### src/rtl/core/pcmc_pkg.sv
package pcmc_pkg;

	localparam int CountLimit = 60;
	localparam int CntW       = $clog2(CountLimit);
	localparam int DigW       = 4;
	localparam int Radix      = 10;
	// tens = (v * 103) >> 10 is exact for v below 100
	localparam int TensMul    = 103;
	localparam int TensShift  = 10;
	localparam int ProdW      = 17;
	localparam int WideW      = 7;

	typedef logic [CntW-1:0] cnt_t;
	typedef logic [DigW-1:0] digit_t;

	typedef struct packed {
		logic heat_down;
		logic heat_up;
		logic event_down;
		logic event_up;
	} btn_t;

	typedef struct packed {
		cnt_t left;
		cnt_t right;
	} pair_t;

	typedef struct packed {
		digit_t tens;
		digit_t units;
	} dec_t;

	function automatic dec_t to_dec(cnt_t v);
		logic [ProdW-1:0] prod;
		logic [WideW-1:0] rem;
		dec_t             d;
		prod    = ProdW'(v) * ProdW'(TensMul);
		d.tens  = DigW'(prod >> TensShift);
		rem     = WideW'(v) - WideW'(d.tens) * WideW'(Radix);
		d.units = DigW'(rem);
		return d;
	endfunction

endpackage

### src/rtl/core/pcmc_ifs.sv
interface pcmc_tick_if;
	logic valid;
	logic ready;
	logic meet_mode;
	logic event_up_level;
	logic event_down_level;
	logic heat_up_level;
	logic heat_down_level;

	modport source (output valid, meet_mode, event_up_level, event_down_level,
		heat_up_level, heat_down_level, input ready);
	modport sink (input valid, meet_mode, event_up_level, event_down_level,
		heat_up_level, heat_down_level, output ready);
endinterface

interface pcmc_disp_if;
	import pcmc_pkg::*;
	logic   valid;
	logic   ready;
	logic   showing_meet;
	digit_t digit_left_tens;
	digit_t digit_left_units;
	digit_t digit_right_tens;
	digit_t digit_right_units;

	modport source (output valid, showing_meet, digit_left_tens, digit_left_units,
		digit_right_tens, digit_right_units, input ready);
	modport sink (input valid, showing_meet, digit_left_tens, digit_left_units,
		digit_right_tens, digit_right_units, output ready);
endinterface

### src/rtl/core/pcmc_pace.sv
module pcmc_pace (
	input  logic           clk,
	input  logic           arst_n,
	input  logic           en,
	output pcmc_pkg::pair_t nxt
);
	import pcmc_pkg::*;

	cnt_t            sec_q;
	cnt_t            min_q;
	cnt_t            sec_d;
	cnt_t            min_d;
	logic [CntW:0]   sec_inc;
	logic [CntW:0]   min_inc;

	always_comb begin
		sec_inc = {1'b0, sec_q} + (CntW+1)'(1);
		min_inc = {1'b0, min_q} + (CntW+1)'(1);
		sec_d   = CntW'(sec_inc);
		min_d   = min_q;
		if (sec_inc >= (CntW+1)'(CountLimit)) begin
			sec_d = '0;
			min_d = (min_inc >= (CntW+1)'(CountLimit)) ? '0 : CntW'(min_inc);
		end
	end

	always_ff @(posedge clk or negedge arst_n) begin
		if (!arst_n) begin
			sec_q <= '0;
			min_q <= '0;
		end else if (en) begin
			sec_q <= sec_d;
			min_q <= min_d;
		end
	end

	assign nxt.left  = min_d;
	assign nxt.right = sec_d;

endmodule

### src/rtl/core/pcmc_meet.sv
module pcmc_meet (
	input  logic            clk,
	input  logic            arst_n,
	input  logic            en,
	input  pcmc_pkg::btn_t  levels,
	output pcmc_pkg::pair_t nxt
);
	import pcmc_pkg::*;

	btn_t prev_q;
	cnt_t evt_q;
	cnt_t heat_q;
	btn_t rise;
	cnt_t evt_d;
	cnt_t heat_d;

	function automatic cnt_t step(cnt_t v, logic up, logic down);
		logic [CntW:0] w;
		w = {1'b0, v};
		if (up && !down)
			w = w + (CntW+1)'(1);
		if (down && !up)
			w = w - (CntW+1)'(1);
		// below one (incl. wrap from zero) or at the limit falls back to one
		if (w == '0 || w >= (CntW+1)'(CountLimit))
			w = (CntW+1)'(1);
		return CntW'(w);
	endfunction

	always_comb begin
		rise   = levels & ~prev_q;
		evt_d  = step(evt_q, rise.event_up, rise.event_down);
		heat_d = step(heat_q, rise.heat_up, rise.heat_down);
	end

	always_ff @(posedge clk or negedge arst_n) begin
		if (!arst_n) begin
			prev_q <= '0;
			evt_q  <= CntW'(1);
			heat_q <= CntW'(1);
		end else if (en) begin
			prev_q <= levels;
			evt_q  <= evt_d;
			heat_q <= heat_d;
		end
	end

	assign nxt.left  = evt_d;
	assign nxt.right = heat_d;

endmodule

### src/rtl/core/pace_clock_meet_counter.sv
// Pace clock / meet counter. Takes one tick request per cycle while tick.ready is
// high and presents one display request per tick: the tick is captured in an input
// register, then the counters update and the four decimal digits are formed,
// landing in the result register when it is free. Sustained rate is one tick per
// clock while the display side keeps taking requests; tick.ready
// drops only when the result register is full and not being taken. Pace mode
// counts mm:ss, meet mode steps event/heat numbers on button rising edges.
module pace_clock_meet_counter (
	input logic       clk,
	input logic       arst_n,
	pcmc_tick_if.sink tick,
	pcmc_disp_if.source disp
);
	import pcmc_pkg::*;

	logic  valid_s1;
	logic  meet_s1;
	btn_t  btn_s1;
	logic  s1_adv;
	logic  s2_free;
	pair_t pace_nxt;
	pair_t meet_nxt;
	pair_t sel;
	dec_t  left_dec;
	dec_t  right_dec;

	logic   out_valid_q;
	logic   showing_q;
	digit_t lt_q;
	digit_t lu_q;
	digit_t rt_q;
	digit_t ru_q;

	assign s2_free    = !out_valid_q || disp.ready;
	assign s1_adv     = valid_s1 && s2_free;
	assign tick.ready = !valid_s1 || s2_free;

	always_ff @(posedge clk or negedge arst_n) begin
		if (!arst_n) begin
			valid_s1 <= 1'b0;
		end else if (tick.ready) begin
			valid_s1 <= tick.valid;
		end
	end

	always_ff @(posedge clk) begin
		if (tick.ready && tick.valid) begin
			meet_s1           <= tick.meet_mode;
			btn_s1.event_up   <= tick.event_up_level;
			btn_s1.event_down <= tick.event_down_level;
			btn_s1.heat_up    <= tick.heat_up_level;
			btn_s1.heat_down  <= tick.heat_down_level;
		end
	end

	pcmc_pace u_pace (
		.clk    (clk),
		.arst_n (arst_n),
		.en     (s1_adv && !meet_s1),
		.nxt    (pace_nxt)
	);

	pcmc_meet u_meet (
		.clk    (clk),
		.arst_n (arst_n),
		.en     (s1_adv && meet_s1),
		.levels (btn_s1),
		.nxt    (meet_nxt)
	);

	always_comb begin
		sel       = meet_s1 ? meet_nxt : pace_nxt;
		left_dec  = to_dec(sel.left);
		right_dec = to_dec(sel.right);
	end

	always_ff @(posedge clk or negedge arst_n) begin
		if (!arst_n) begin
			out_valid_q <= 1'b0;
		end else if (s2_free) begin
			out_valid_q <= valid_s1;
		end
	end

	always_ff @(posedge clk) begin
		if (s1_adv) begin
			showing_q <= meet_s1;
			lt_q      <= left_dec.tens;
			lu_q      <= left_dec.units;
			rt_q      <= right_dec.tens;
			ru_q      <= right_dec.units;
		end
	end

	assign disp.valid             = out_valid_q;
	assign disp.showing_meet      = showing_q;
	assign disp.digit_left_tens   = lt_q;
	assign disp.digit_left_units  = lu_q;
	assign disp.digit_right_tens  = rt_q;
	assign disp.digit_right_units = ru_q;

`ifndef NO_ASSERTIONS
	a_adv_fills_out: assert property (@(posedge clk) disable iff (!arst_n)
		s1_adv |=> out_valid_q)
		else $error("processed tick did not reach result register");

	a_digits_decimal: assert property (@(posedge clk) disable iff (!arst_n)
		out_valid_q |-> (lt_q < DigW'(Radix)) && (lu_q < DigW'(Radix)) &&
			(rt_q < DigW'(Radix)) && (ru_q < DigW'(Radix)))
		else $error("digit out of decimal range");

	a_meet_nonzero: assert property (@(posedge clk) disable iff (!arst_n)
		(out_valid_q && showing_q) |-> !(lt_q == '0 && lu_q == '0) &&
			!(rt_q == '0 && ru_q == '0))
		else $error("event or heat shown as zero");
`endif

endmodule

### src/flat_wrapper.sv
// flat-port wrapper written by rule: the top's interface ports become plain ports
module pace_clock_meet_counter_flat import pcmc_pkg::*;
  (clk, arst_n, tick_valid, tick_meet_mode, tick_event_up_level, tick_event_down_level, tick_heat_up_level, tick_heat_down_level, tick_ready, disp_valid, disp_showing_meet, disp_digit_left_tens, disp_digit_left_units, disp_digit_right_tens, disp_digit_right_units, disp_ready);
  pcmc_tick_if tick_i ();
  pcmc_disp_if disp_i ();
  input logic clk;
  input logic arst_n;
  input wire logic [$bits(tick_i.valid)-1:0] tick_valid;
  input wire logic [$bits(tick_i.meet_mode)-1:0] tick_meet_mode;
  input wire logic [$bits(tick_i.event_up_level)-1:0] tick_event_up_level;
  input wire logic [$bits(tick_i.event_down_level)-1:0] tick_event_down_level;
  input wire logic [$bits(tick_i.heat_up_level)-1:0] tick_heat_up_level;
  input wire logic [$bits(tick_i.heat_down_level)-1:0] tick_heat_down_level;
  output wire logic [$bits(tick_i.ready)-1:0] tick_ready;
  output wire logic [$bits(disp_i.valid)-1:0] disp_valid;
  output wire logic [$bits(disp_i.showing_meet)-1:0] disp_showing_meet;
  output wire logic [$bits(disp_i.digit_left_tens)-1:0] disp_digit_left_tens;
  output wire logic [$bits(disp_i.digit_left_units)-1:0] disp_digit_left_units;
  output wire logic [$bits(disp_i.digit_right_tens)-1:0] disp_digit_right_tens;
  output wire logic [$bits(disp_i.digit_right_units)-1:0] disp_digit_right_units;
  input wire logic [$bits(disp_i.ready)-1:0] disp_ready;
  assign tick_i.valid = tick_valid;
  assign tick_i.meet_mode = tick_meet_mode;
  assign tick_i.event_up_level = tick_event_up_level;
  assign tick_i.event_down_level = tick_event_down_level;
  assign tick_i.heat_up_level = tick_heat_up_level;
  assign tick_i.heat_down_level = tick_heat_down_level;
  assign tick_ready = tick_i.ready;
  assign disp_valid = disp_i.valid;
  assign disp_showing_meet = disp_i.showing_meet;
  assign disp_digit_left_tens = disp_i.digit_left_tens;
  assign disp_digit_left_units = disp_i.digit_left_units;
  assign disp_digit_right_tens = disp_i.digit_right_tens;
  assign disp_digit_right_units = disp_i.digit_right_units;
  assign disp_i.ready = disp_ready;
  pace_clock_meet_counter u_core (.clk(clk), .arst_n(arst_n), .tick(tick_i), .disp(disp_i));
endmodule
### config.mk
export PLATFORM = sky130hd
export DESIGN_NAME = pace_clock_meet_counter_flat
export DESIGN_NICKNAME = d
export VERILOG_FILES = /design/src/rtl/core/pcmc_pkg.sv /design/src/rtl/core/pcmc_ifs.sv /design/src/rtl/core/pcmc_pace.sv /design/src/rtl/core/pcmc_meet.sv /design/src/rtl/core/pace_clock_meet_counter.sv /design/src/flat_wrapper.sv
export SDC_FILE = /design/constraint.sdc
export NUM_CORES = 1
export LEC_CHECK = 0
export ABC_AREA = 1
export BUFFER_PORTS_ARGS = -buffer_cell sky130_fd_sc_hd__buf_2
export CAP_MARGIN = 20
export CORE_ASPECT_RATIO = 0.6
export CORE_MARGIN = 2
export CORE_UTILIZATION = 50
export DETAILED_ROUTE_END_ITERATION = 10
export PLACE_DENSITY = 0.75
export SLEW_MARGIN = 25
export SYNTH_ARGS = -nofsm -noshare
export SYNTH_HDL_FRONTEND = slang
export SYNTH_SLANG_ARGS = --single-unit
### constraint.sdc
create_clock -name clk -period 6 [get_ports clk]
set_clock_uncertainty 0.05 [all_clocks]
set_input_delay 0.9 -clock clk [delete_from_list [all_inputs] [get_ports clk]]
set_output_delay 0.9 -clock clk [all_outputs]
set_load 0.005 [all_outputs]
==> flow_summary_export.csv, run 1 <==
group,metric,value,unit
placement,gp_congestion,0.896,
route,viasPerCell,5.18,
min_path,min_from,"u_core.u_meet.evt_q[5]",
critical_path,startpoint,"u_core.u_meet.heat_q[0]",
cts,cts_max_path_buffers,2,
synthesis,ys.flop_type,"dfrtp_1",
synthesis,yosysSeqAreaShare,29.4,%
synthesis,syn_avg_cell_area,7.42,µm²
layout,final_layout_size_suffix_gt1_share,22.0,%
outcome,outcome,"complete, no violations",
synthesis,synth_area,4600,µm²
sta,hold_viol_final,0,
sta,tightestPinTransition,0.830,ns
layout,final_common_cell,"nand2_1",
floorplanning,design.core.area,9050,µm²
critical_path,critPathMaxFanout,8,
synthesis,synth.distinct_cells,43,
route,firstDrtPassIters,5,
critical_path,slowest_stage,"dfstp_2",
critical_path,r2r-start,"u_core.u_meet.heat_q[0]",
placement,place_area,4850,µm²
sta,timing.final.crit_period,5.74,ns
floorplanning,die_area,10000,µm²
synthesis,synth_xor_area_share,2.09,%
cts,cts-root-buf,"clkbuf_16",
synthesis,async_reset_ff_share,60.0,%
synthesis,yosys_warnings,0,
placement,post-dp-hpwl,7850,µm
critical_path,r2r_cells,37,
sta,setup_viol,0,
sta,finalCritPeriodShare,95.7,%
floorplanning,rows,27,
synthesis,synth-edff-count,20,
cts,cts.sinks,50,
critical_path,worstSetupPathType,"flop to flop",
synthesis,yosys-mux-area-fraction,0,%
grt,gr-total-overflow,0,
min_path,hp-class,"flop to flop",
layout,synthToLayoutAreaGrowth,17.6,%
grt,grt_pass1_wl,17200,µm
route,wl,10300,µm
critical_path,timing.critical_path.buf_inv,6,
synthesis,netlist_instances,620,
critical_path,cpMostUsedCell,"nand2_1",
route,drc_errors,0,
floorplanning,ios,28,
grt,grt_max_degree,31,
cts,cts_hold_buf,0,
synthesis,post_synth_fa_ha_maj_area_fraction,20.6,%
route,drt-wirelength-per-cell,13.4,µm
floorplanning,initial_core_util,50.8,%
cts,cts_made_buffers,5,
grt,antenna_found_initial,0,
route,ant_nets,0,
layout,final_cell_mix,"171 x nand2_1, 92 x inv_1, 39 x ha_1, 38 x nand3_1, 36 x nor2_1",
synthesis,synth-simple-area-share,31.0,%
synthesis,synth_top_family_by_area,"simple AND/OR/NAND/NOR gates",
flow_run,cap_violations,0,
sta,slew_viol_final,0,
cts,clk_pin_slew,0.07,ns
floorplanning,die_x,128,µm
critical_path,crit_family,"adder cells",
critical_path,cp.depth,37,
cts,cts_tree,"built",
layout,finalNetCount,732,
grt,track_usage,21.0,%
layout,fin_area,5410,µm²
route,vias,4012,
critical_path,max_stage_delay,0.58,ns
route,first_iter_violations,366,
critical_path,crit_path_end_kind,"flop",
min_path,worstHoldPathCells,2,
critical_path,crit_arrival,5.74,ns
cts,worstSkewPairLatency,0.29,ns
critical_path,required,6.00,ns
synthesis,synth_compound_area_share,6.80,%
sta,relSlewSlack,44.4,%
sta,holdWs,0.471,ns
layout,antenna_cells_inserted,0,
critical_path,cp-start-kind,"flop",
sta,fmax,0.174,GHz
grt,grt_pass1_vias,3748,
synthesis,synth-seq-cells,50,
floorplanning,die_h,78.3,µm
cts,h-tree-depth,2,
placement,io_buffers,25,
## cell usage after synthesis, types with 3 or more instances
cell	count	area share, %
inv_1	99	8.1
ha_1	50	14
nand3b_1	3	0.49
nor2_1	39	3.2
edfxtp_1	20	13
xor2_1	10	1.9
nand2_2	9	1.2
nand3_1	42	4.6
a21o_1	3	0.49
nand2_1	188	15
dfrtp_1	28	15
nor2_4	3	0.73
or2_2	9	1.2
o21ai_0	36	3.9
clkbuf_1	4	0.33
nand4_1	19	2.6
buf_4	3	0.49
a21oi_1	6	0.65
fa_1	16	7.0
## per-layer routing
| layer | up-vias | global-route usage, % | routed length (µm) |
|---|---|---|---|
| met5 | - | 0 | 0 |
| met4 | 0 | 4.51 | 89 |
| met3 | 12 | 1.98 | 292 |
| met2 | 71 | 34.1 | 4900 |
| met1 | 1879 | 30.7 | 5050 |
| li1 | 2050 | - | - |
## state kept, by name, indices dropped and copies added, names as in the netlist
register                       cells
u_core.disp.digit_right_tens       3
u_core.meet_s1                     1
u_core.disp.digit_right_units      4
u_core.u_pace.sec_q                6
u_core.btn_s1                      4
u_core.u_meet.evt_q                6
u_core.u_pace.min_q                6
u_core.disp.digit_left_units       4
u_core.u_meet.heat_q               6
u_core.disp.showing_meet           1
u_core.disp.valid                  1
u_core.valid_s1                    1
u_core.disp.digit_left_tens        3
u_core.u_meet.prev_q               4
## worst register-to-register path: cells and delay by family (launching register included)
family	cells	cell delay, ns
AO/OA/AOI/OAI	2	0.27
buffers and inverters	6	0.43
flip-flops	1	0.58
AND/OR/NAND/NOR	21	1.84
adder cells (fa/ha/maj)	8	2.35
## cells by family after synthesis
kind of cell / Yosys count
DFF: 50
buffers and inverters: 115
and+or+nand+nor: 321
adders and majority gates: 66
AOI/OAI and AO/OA: 56
other: 1
xor gates and xnor gates: 11
## timing repair
item	CTS	global route
endpoints found under the setup margin	2	4
pin swaps	1	25
gates resized for setup	10	68
setup buffers	0	10
## through the flow
stage / std cells / util, % / setup slack [ns] / TNS (ns)
2_1_floorplan: 621 / - / 0.283 / 0
3_3_place_gp: 756 / 53.6 / 0.0742 / 0
3_5_place_dp: 756 / 53.6 / -0.197 / -0.227
4_1_cts: 764 / 55.7 / 0.000939 / 0
5_1_grt: 774 / 59.8 / -0.0680 / -0.109
6_report: 774 / 59.8 / 0.260 / 0
## final timing paths
kind                                                          to  slack, ns
worst max-delay path            u_core.disp.digit_right_units[3]       0.26
worst min-delay path                      u_core.u_meet.evt_q[5]       0.47
worst max register to register  u_core.disp.digit_right_units[3]       0.26
worst min register to register            u_core.u_meet.evt_q[5]       0.47
max in group asynchronous                 u_core.u_pace.min_q[3]       4.83
min in group asynchronous                u_core.u_meet.heat_q[1]       0.60
## area by class of cell
cell class	count	area [µm²]
clock buffers	6	150
clock inverters	2	17.5
repair buffers	42	253
flip-flops and latches	50	1350
multi-input cells	456	3100
fillers	812	3640
inverters	102	390
well taps	116	145
Power of run 1 is left out: the tool's default activity adds up to more than one toggle a clock period on the data nets, which glitch-free logic cannot reach.
==> run 2: changes to the inputs <==
--- a/config.mk
+++ b/config.mk
@@ -10,10 +10,11 @@
 export CAP_MARGIN = 20
 export CORE_ASPECT_RATIO = 0.6
 export CORE_MARGIN = 2
-export CORE_UTILIZATION = 50
+export CORE_UTILIZATION = 56
 export DETAILED_ROUTE_END_ITERATION = 10
-export PLACE_DENSITY = 0.75
+export PLACE_DENSITY = 0.82
 export SLEW_MARGIN = 25
 export SYNTH_ARGS = -nofsm -noshare
 export SYNTH_HDL_FRONTEND = slang
 export SYNTH_SLANG_ARGS = --single-unit
+export TNS_END_PERCENT = 10
==> flow_summary_export.csv, run 2 (synthesized netlist as in run 1, its figures left out) <==
group,metric,value,unit
layout,final_cell_mix,"168 x nand2_1, 90 x inv_1, 38 x ha_1, 37 x nand3_1, 31 x nor2_1",
min_path,min_from,"u_core.u_meet.heat_q[0]",
sta,timing.final.crit_period,5.85,ns
placement,post-dp-hpwl,8130,µm
floorplanning,die_h,74.2,µm
sta,rsz0062_at_grt,"true",
sta,tightestPinTransition,0.761,ns
min_path,hp-class,"flop to flop",
layout,synthToLayoutAreaGrowth,16.9,%
grt,grt_max_degree,31,
sta,setup_viol,0,
sta,slew_viol_final,0,
route,drt-wirelength-per-cell,14.5,µm
cts,worstSkewPairLatency,0.29,ns
cts,cts_made_buffers,5,
cts,h-tree-depth,2,
grt,gr-total-overflow,0,
route,viasPerCell,5.49,
critical_path,r2r_cells,38,
layout,finalNetCount,728,
floorplanning,initial_core_util,58.2,%
critical_path,slowest_stage,"fa_1",
critical_path,required,6.00,ns
critical_path,crit_arrival,5.85,ns
floorplanning,design.core.area,7910,µm²
cts,cts_hold_buf,0,
cts,cts_tree,"built",
sta,fmax,0.171,GHz
outcome,outcome,"complete, no violations",
critical_path,worstSetupPathType,"flop to flop",
floorplanning,die_x,121,µm
cts,cts_max_path_buffers,2,
critical_path,cp-start-kind,"flop",
critical_path,r2r-start,"u_core.btn_s1[2]",
layout,fin_cells,762,
route,firstDrtPassIters,5,
placement,io_buffers,25,
floorplanning,rows,25,
grt,antenna_found_initial,0,
sta,finalCritPeriodShare,97.5,%
layout,final_layout_size_suffix_gt1_share,23.2,%
layout,antenna_cells_inserted,0,
route,wl,11000,µm
min_path,hold_path_end,"u_core.u_meet.heat_q[0]",
critical_path,r2r-end,"u_core.disp.digit_right_units[3]",
critical_path,rrSetupSlack,0.15,ns
sta,setup_ws,0.148,ns
route,ant_nets,0,
flow_run,cap_violations,0,
grt,grt_pass1_vias,3911,
placement,dp_cells,745,
route,drc_errors,0,
layout,post-route-util,68.0,%
placement,gp_congestion,0.877,
grt,grt_pass1_wl,17800,µm
route,vias,4180,
critical_path,critPathMaxFanout,6,
critical_path,cpMostUsedCell,"nand2_1",
cts,cts.sinks,50,
critical_path,max_stage_delay,0.46,ns
floorplanning,ios,28,
route,first_iter_violations,325,
layout,final_common_cell,"nand2_1",
floorplanning,die_area,8980,µm²
cts,clk_pin_slew,0.07,ns
grt,track_usage,24.6,%
critical_path,crit_path_end_kind,"flop",
cts,cts-root-buf,"clkbuf_16",
sta,hold_viol_final,0,
min_path,worstHoldPathCells,2,
sta,relSlewSlack,49.1,%
placement,dpl_worst_slack,-0.231,ns
==> run 2: layout make-up <==
cell class	count	area [µm²]
multi-input combinational	456	3120
fill	609	2530
sequential	50	1350
inverter	102	390
timing repair buffer	38	223
clock buffer	6	139
tap	108	135
clock inverter	2	17.5
==> run 2: how the worst max path moves through the flow <==
stage | start | endpoint | depth (start not counted)
after CTS | u_core.u_meet.evt_q[0] | u_core.disp.digit_left_units[3] | 33
after global placement | u_core.u_meet.heat_q[0] | u_core.disp.digit_right_units[3] | 34
after detailed placement | u_core.u_meet.heat_q[0] | u_core.disp.digit_right_units[3] | 34
after floorplan | u_core.u_meet.heat_q[0] | u_core.disp.digit_right_units[3] | 34
after global routing | u_core.u_meet.heat_q[0] | u_core.disp.digit_right_units[3] | 37
final | u_core.btn_s1[2] | u_core.disp.digit_right_units[3] | 38
==> run 2: worst max-delay path: cells and delay by family, from the launching register on <==
family | cells | cell delay, ns
buffers and inverters | 7 | 0.50
adder cells (fa/ha/maj) | 7 | 1.92
AO/OA/AOI/OAI | 2 | 0.37
XOR/XNOR | 1 | 0.19
flip-flops | 1 | 0.38
AND/OR/NAND/NOR | 21 | 2.19
==> run 2: per-layer routing <==
metal | track usage, % | vias up | wire length [µm]
met4 | 7.11 | 0 | 178
li1 | - | 2032 | -
met3 | 2.99 | 20 | 557
met1 | 33.3 | 1995 | 5060
met5 | 0 | - | 0
met2 | 42.4 | 133 | 5250
==> run 2: through the flow <==
step,hold WS (ns),TNS [ns],cell area (µm²)
2_1_floorplan,0.415,0,4610
3_3_place_gp,0.429,0,4820
3_5_place_dp,0.433,-0.320,4820
4_1_cts,0.447,0,5020
5_1_grt,0.489,-0.212,5380
6_report,0.473,0,5380
==> run 2: what timing repair did <==
| action | 4_1_cts | 5_1_grt |
|---|---|---|
| setup buffers | 1 | 8 |
| resized for setup | 14 | 74 |
| pin swaps | 2 | 27 |
| setup endpoints to repair | 2 | 3 |
Power of run 2 is left out for the same reason.
==> run 3: changes to the inputs <==
--- a/config.mk
+++ b/config.mk
@@ -5,10 +5,9 @@
 export SDC_FILE = /design/constraint.sdc
 export NUM_CORES = 1
 export LEC_CHECK = 0
-export ABC_AREA = 1
 export BUFFER_PORTS_ARGS = -buffer_cell sky130_fd_sc_hd__buf_2
 export CAP_MARGIN = 20
-export CORE_ASPECT_RATIO = 0.6
+export CORE_ASPECT_RATIO = 1.75
 export CORE_MARGIN = 2
 export CORE_UTILIZATION = 56
 export DETAILED_ROUTE_END_ITERATION = 10
==> flow_summary_export.csv, run 3 <==
group,metric,value,unit
floorplanning,die_x,72.3,µm
min_path,hold_path_end,"u_core.disp.valid",
layout,antenna_cells_inserted,0,
critical_path,crit_family,"adder cells",
cts,cts_tree,"built",
critical_path,timing.critical_path.buf_inv,1,
layout,synthToLayoutAreaGrowth,23.4,%
outcome,violations,"negative setup slack",
layout,nFillCells,553,
synthesis,syn_avg_cell_area,9.84,µm²
cts,worstSkewPairLatency,0.29,ns
power,share_comb_of_total_power,73.5,%
route,first_iter_violations,326,
placement,gp_congestion,0.912,
cts,cts_made_buffers,5,
sta,relSlewSlack,42.7,%
sta,hold_viol_final,0,
synthesis,post_synth_most_frequent_cells,"50 x ha_1, 48 x nand2_1, 28 x dfrtp_1, 27 x inv_1, 26 x o21ai_0",
floorplanning,rows,43,
critical_path,r2r_cells,22,
power,power_density,613,nW/µm²
min_path,hp-class,"flop to flop",
power,swShare,44.0,%
layout,fin_cells,634,
sta,rsz0062_at_grt,"true",
layout,final_layout_size_suffix_gt1_share,34.0,%
placement,dp_cells,604,
critical_path,crit_arrival,6.13,ns
sta,fmax,0.163,GHz
outcome,outcome,"finished, violations left",
sta,holdWs,0.459,ns
layout,finalNetCount,618,
floorplanning,die_h,124,µm
grt,track_usage,26.7,%
sta,tns,-0.341,ns
grt,grt_max_degree,31,
cts,h-tree-depth,2,
sta,tightestPinTransition,0.857,ns
cts,cts.sinks,50,
floorplanning,die_area,8940,µm²
grt,grt_pass1_vias,4055,
synthesis,ys.flop_type,"dfrtp_1",
synthesis,synth_top_area_share,15.3,%
route,wl,11500,µm
sta,timing.final.crit_period,6.13,ns
critical_path,r2r-start,"u_core.btn_s1[2]",
sta,setup_ws,-0.133,ns
sta,slew_viol_final,0,
critical_path,critPathMaxFanout,3,
synthesis,yosysSeqAreaShare,29.6,%
synthesis,synth_area_leaders,"dfrtp_1 15%, ha_1 14%, edfxtp_1 13%",
placement,post-dp-hpwl,8060,µm
cts,cts_max_path_buffers,2,
power,p_int,1.94,mW
layout,post-route-util,71.3,%
cts,cts-root-buf,"clkbuf_16",
route,drc_errors,0,
power,p_leak,2.56,nW
grt,gr-total-overflow,0,
synthesis,synthMostInstantiatedCell,"ha_1",
synthesis,netlist_instances,465,
critical_path,max_stage_delay,0.48,ns
critical_path,slowest_stage,"fa_1",
synthesis,synth.distinct_cells,79,
min_path,worstHoldPathCells,1,
route,drt-wirelength-per-cell,18.2,µm
critical_path,cpMostUsedCell,"fa_2",
critical_path,required,5.99,ns
min_path,min_from,"u_core.valid_s1",
route,firstDrtPassIters,5,
synthesis,synth-edff-count,20,
grt,antenna_found_initial,0,
placement,io_buffers,25,
synthesis,yosys_warnings,0,
layout,final_common_cell,"buf_4",
power,p_clk_share,8.1,%
route,vias,3982,
floorplanning,initial_core_util,57.8,%
power,fin_total_pwr,3.46,mW
power,ir_drop,0.493,mV
grt,grt_pass1_wl,18700,µm
synthesis,async_reset_ff_share,60.0,%
synthesis,synth-seq-cells,50,
sta,setup_viol,3,
flow_run,cap_violations,0,
power,seqPwrFrac,18.4,%
critical_path,cp-start-kind,"flop",
floorplanning,ios,28,
critical_path,worstSetupPathType,"flop to flop",
critical_path,r2r-end,"u_core.disp.digit_right_units[3]",
critical_path,crit_path_end_kind,"flop",
route,ant_nets,0,
layout,final_cell_mix,"63 x buf_4, 48 x nand2_1, 42 x ha_1, 28 x dfrtp_1",
synthesis,synth_area,4570,µm²
route,viasPerCell,6.28,
cts,clk_pin_slew,0.07,ns
sta,finalCritPeriodShare,102,%
critical_path,rrSetupSlack,-0.13,ns
critical_path,crit_chain,"and2b_2 > nand2_4 > mux2i_4 > ha_2 > and3_4 > a21oi_2 > o311a_1 > buf_4 > o211a_1 > mux2_4 > fa_2 > fa_2 > fa_1 > ha_1 > a211o_1 > o32a_1 > xor2_2 > ha_2 > fa_2 > xor2_2 > xnor2_1 > xnor2_1",
synthesis,yosys.area.top_type,"dfrtp_1",
power,switchingPower,1.52,mW
cts,cts_hold_buf,0,
floorplanning,design.core.area,7910,µm²
## run 3: cell count changes after synthesis, moves of 10 or more
| cell | previous run | this run |
|---|---|---|
| inv_1 | 99 | 27 |
| mux2_2 | 0 | 12 |
| nand3_1 | 42 | 16 |
| o21ai_0 | 36 | 26 |
| nor2_1 | 39 | 20 |
| nand2_1 | 188 | 48 |
| nand4_1 | 19 | 4 |
| xnor2_1 | 1 | 16 |
## run 3: how the worst max path moves through the flow
stage	from	end	depth (start not counted)
floorplan	u_core.btn_s1[2]	u_core.disp.digit_right_units[3]	23
global placement	u_core.u_meet.heat_q[0]	u_core.disp.digit_right_units[3]	21
detailed placement	u_core.btn_s1[2]	u_core.disp.digit_right_units[3]	22
CTS	u_core.btn_s1[2]	u_core.disp.digit_right_units[3]	22
global route	u_core.btn_s1[1]	u_core.disp.digit_left_units[3]	23
finish	u_core.btn_s1[2]	u_core.disp.digit_right_units[3]	22
## run 3: area by class of cell
| class | instances | area (µm²) | area share, % |
|---|---|---|---|
| Clock buffer | 6 | 129 | 2.28 |
| Timing Repair Buffer | 90 | 621 | 11.0 |
| Tap cell | 90 | 113 | 2.00 |
| Inverter | 28 | 105 | 1.86 |
| Multi-Input combinational cell | 368 | 3310 | 58.7 |
| Sequential cell | 50 | 1350 | 24.0 |
| Clock inverter | 2 | 8.76 | 0.155 |
## run 3: logic make-up after synthesis
kind of cell / after synthesis / share of synthesized area, %
compound gates: 102 / 15.8
xor+xnor: 30 / 6.32
fa+ha+maj: 67 / 20.9
buf+inv: 48 / 4.49
flops: 50 / 29.6
mux: 19 / 4.49
other cells: 1 / 0.0820
simple gates: 148 / 18.4
## run 3: power by group through the flow
stage | clock, mW | combinational, mW | sequential, mW
2_1_floorplan | 0 | 1.52 | 0.590
3_3_place_gp | 0 | 2.01 | 0.622
3_5_place_dp | 0 | 2.14 | 0.626
4_1_cts | 0.282 | 2.30 | 0.627
5_1_grt | 0.297 | 2.83 | 0.648
6_report | 0.281 | 2.54 | 0.635
## run 3: through the flow
stage                     worst slack (ns)  area, µm²
final                               -0.133       5640
after global routing                -0.361       5640
after CTS                           -0.111       5440
after detailed placement            -0.223       5080
after global placement             -0.0361       5080
after floorplan                    -0.0175       4620
## run 3: timing repair
action | in CTS | in global routing
pin swaps | 25 | 19
setup buffers | 14 | 9
gates resized for setup | 23 | 22
setup endpoints to repair | 2 | 5
## run 3: worst register-to-register path, delay by kind of cell, from the launching register on
family	cells	cell delay (ns)
AOI/OAI and AO/OA	5	1.27
xor gates and xnor gates	4	0.64
adders and majority gates	7	2.35
buffers and inverters	1	0.15
DFF	1	0.39
muxes	2	0.52
and+or+nand+nor	3	0.51
## run 3: per-layer routing
layer  track usage [%]  routed length [µm]
met5                 0                   0
met4              14.4                 493
met3              4.24                 464
met2              48.0                6190
met1              29.6                4400
Power figures use the tool's default switching activity.
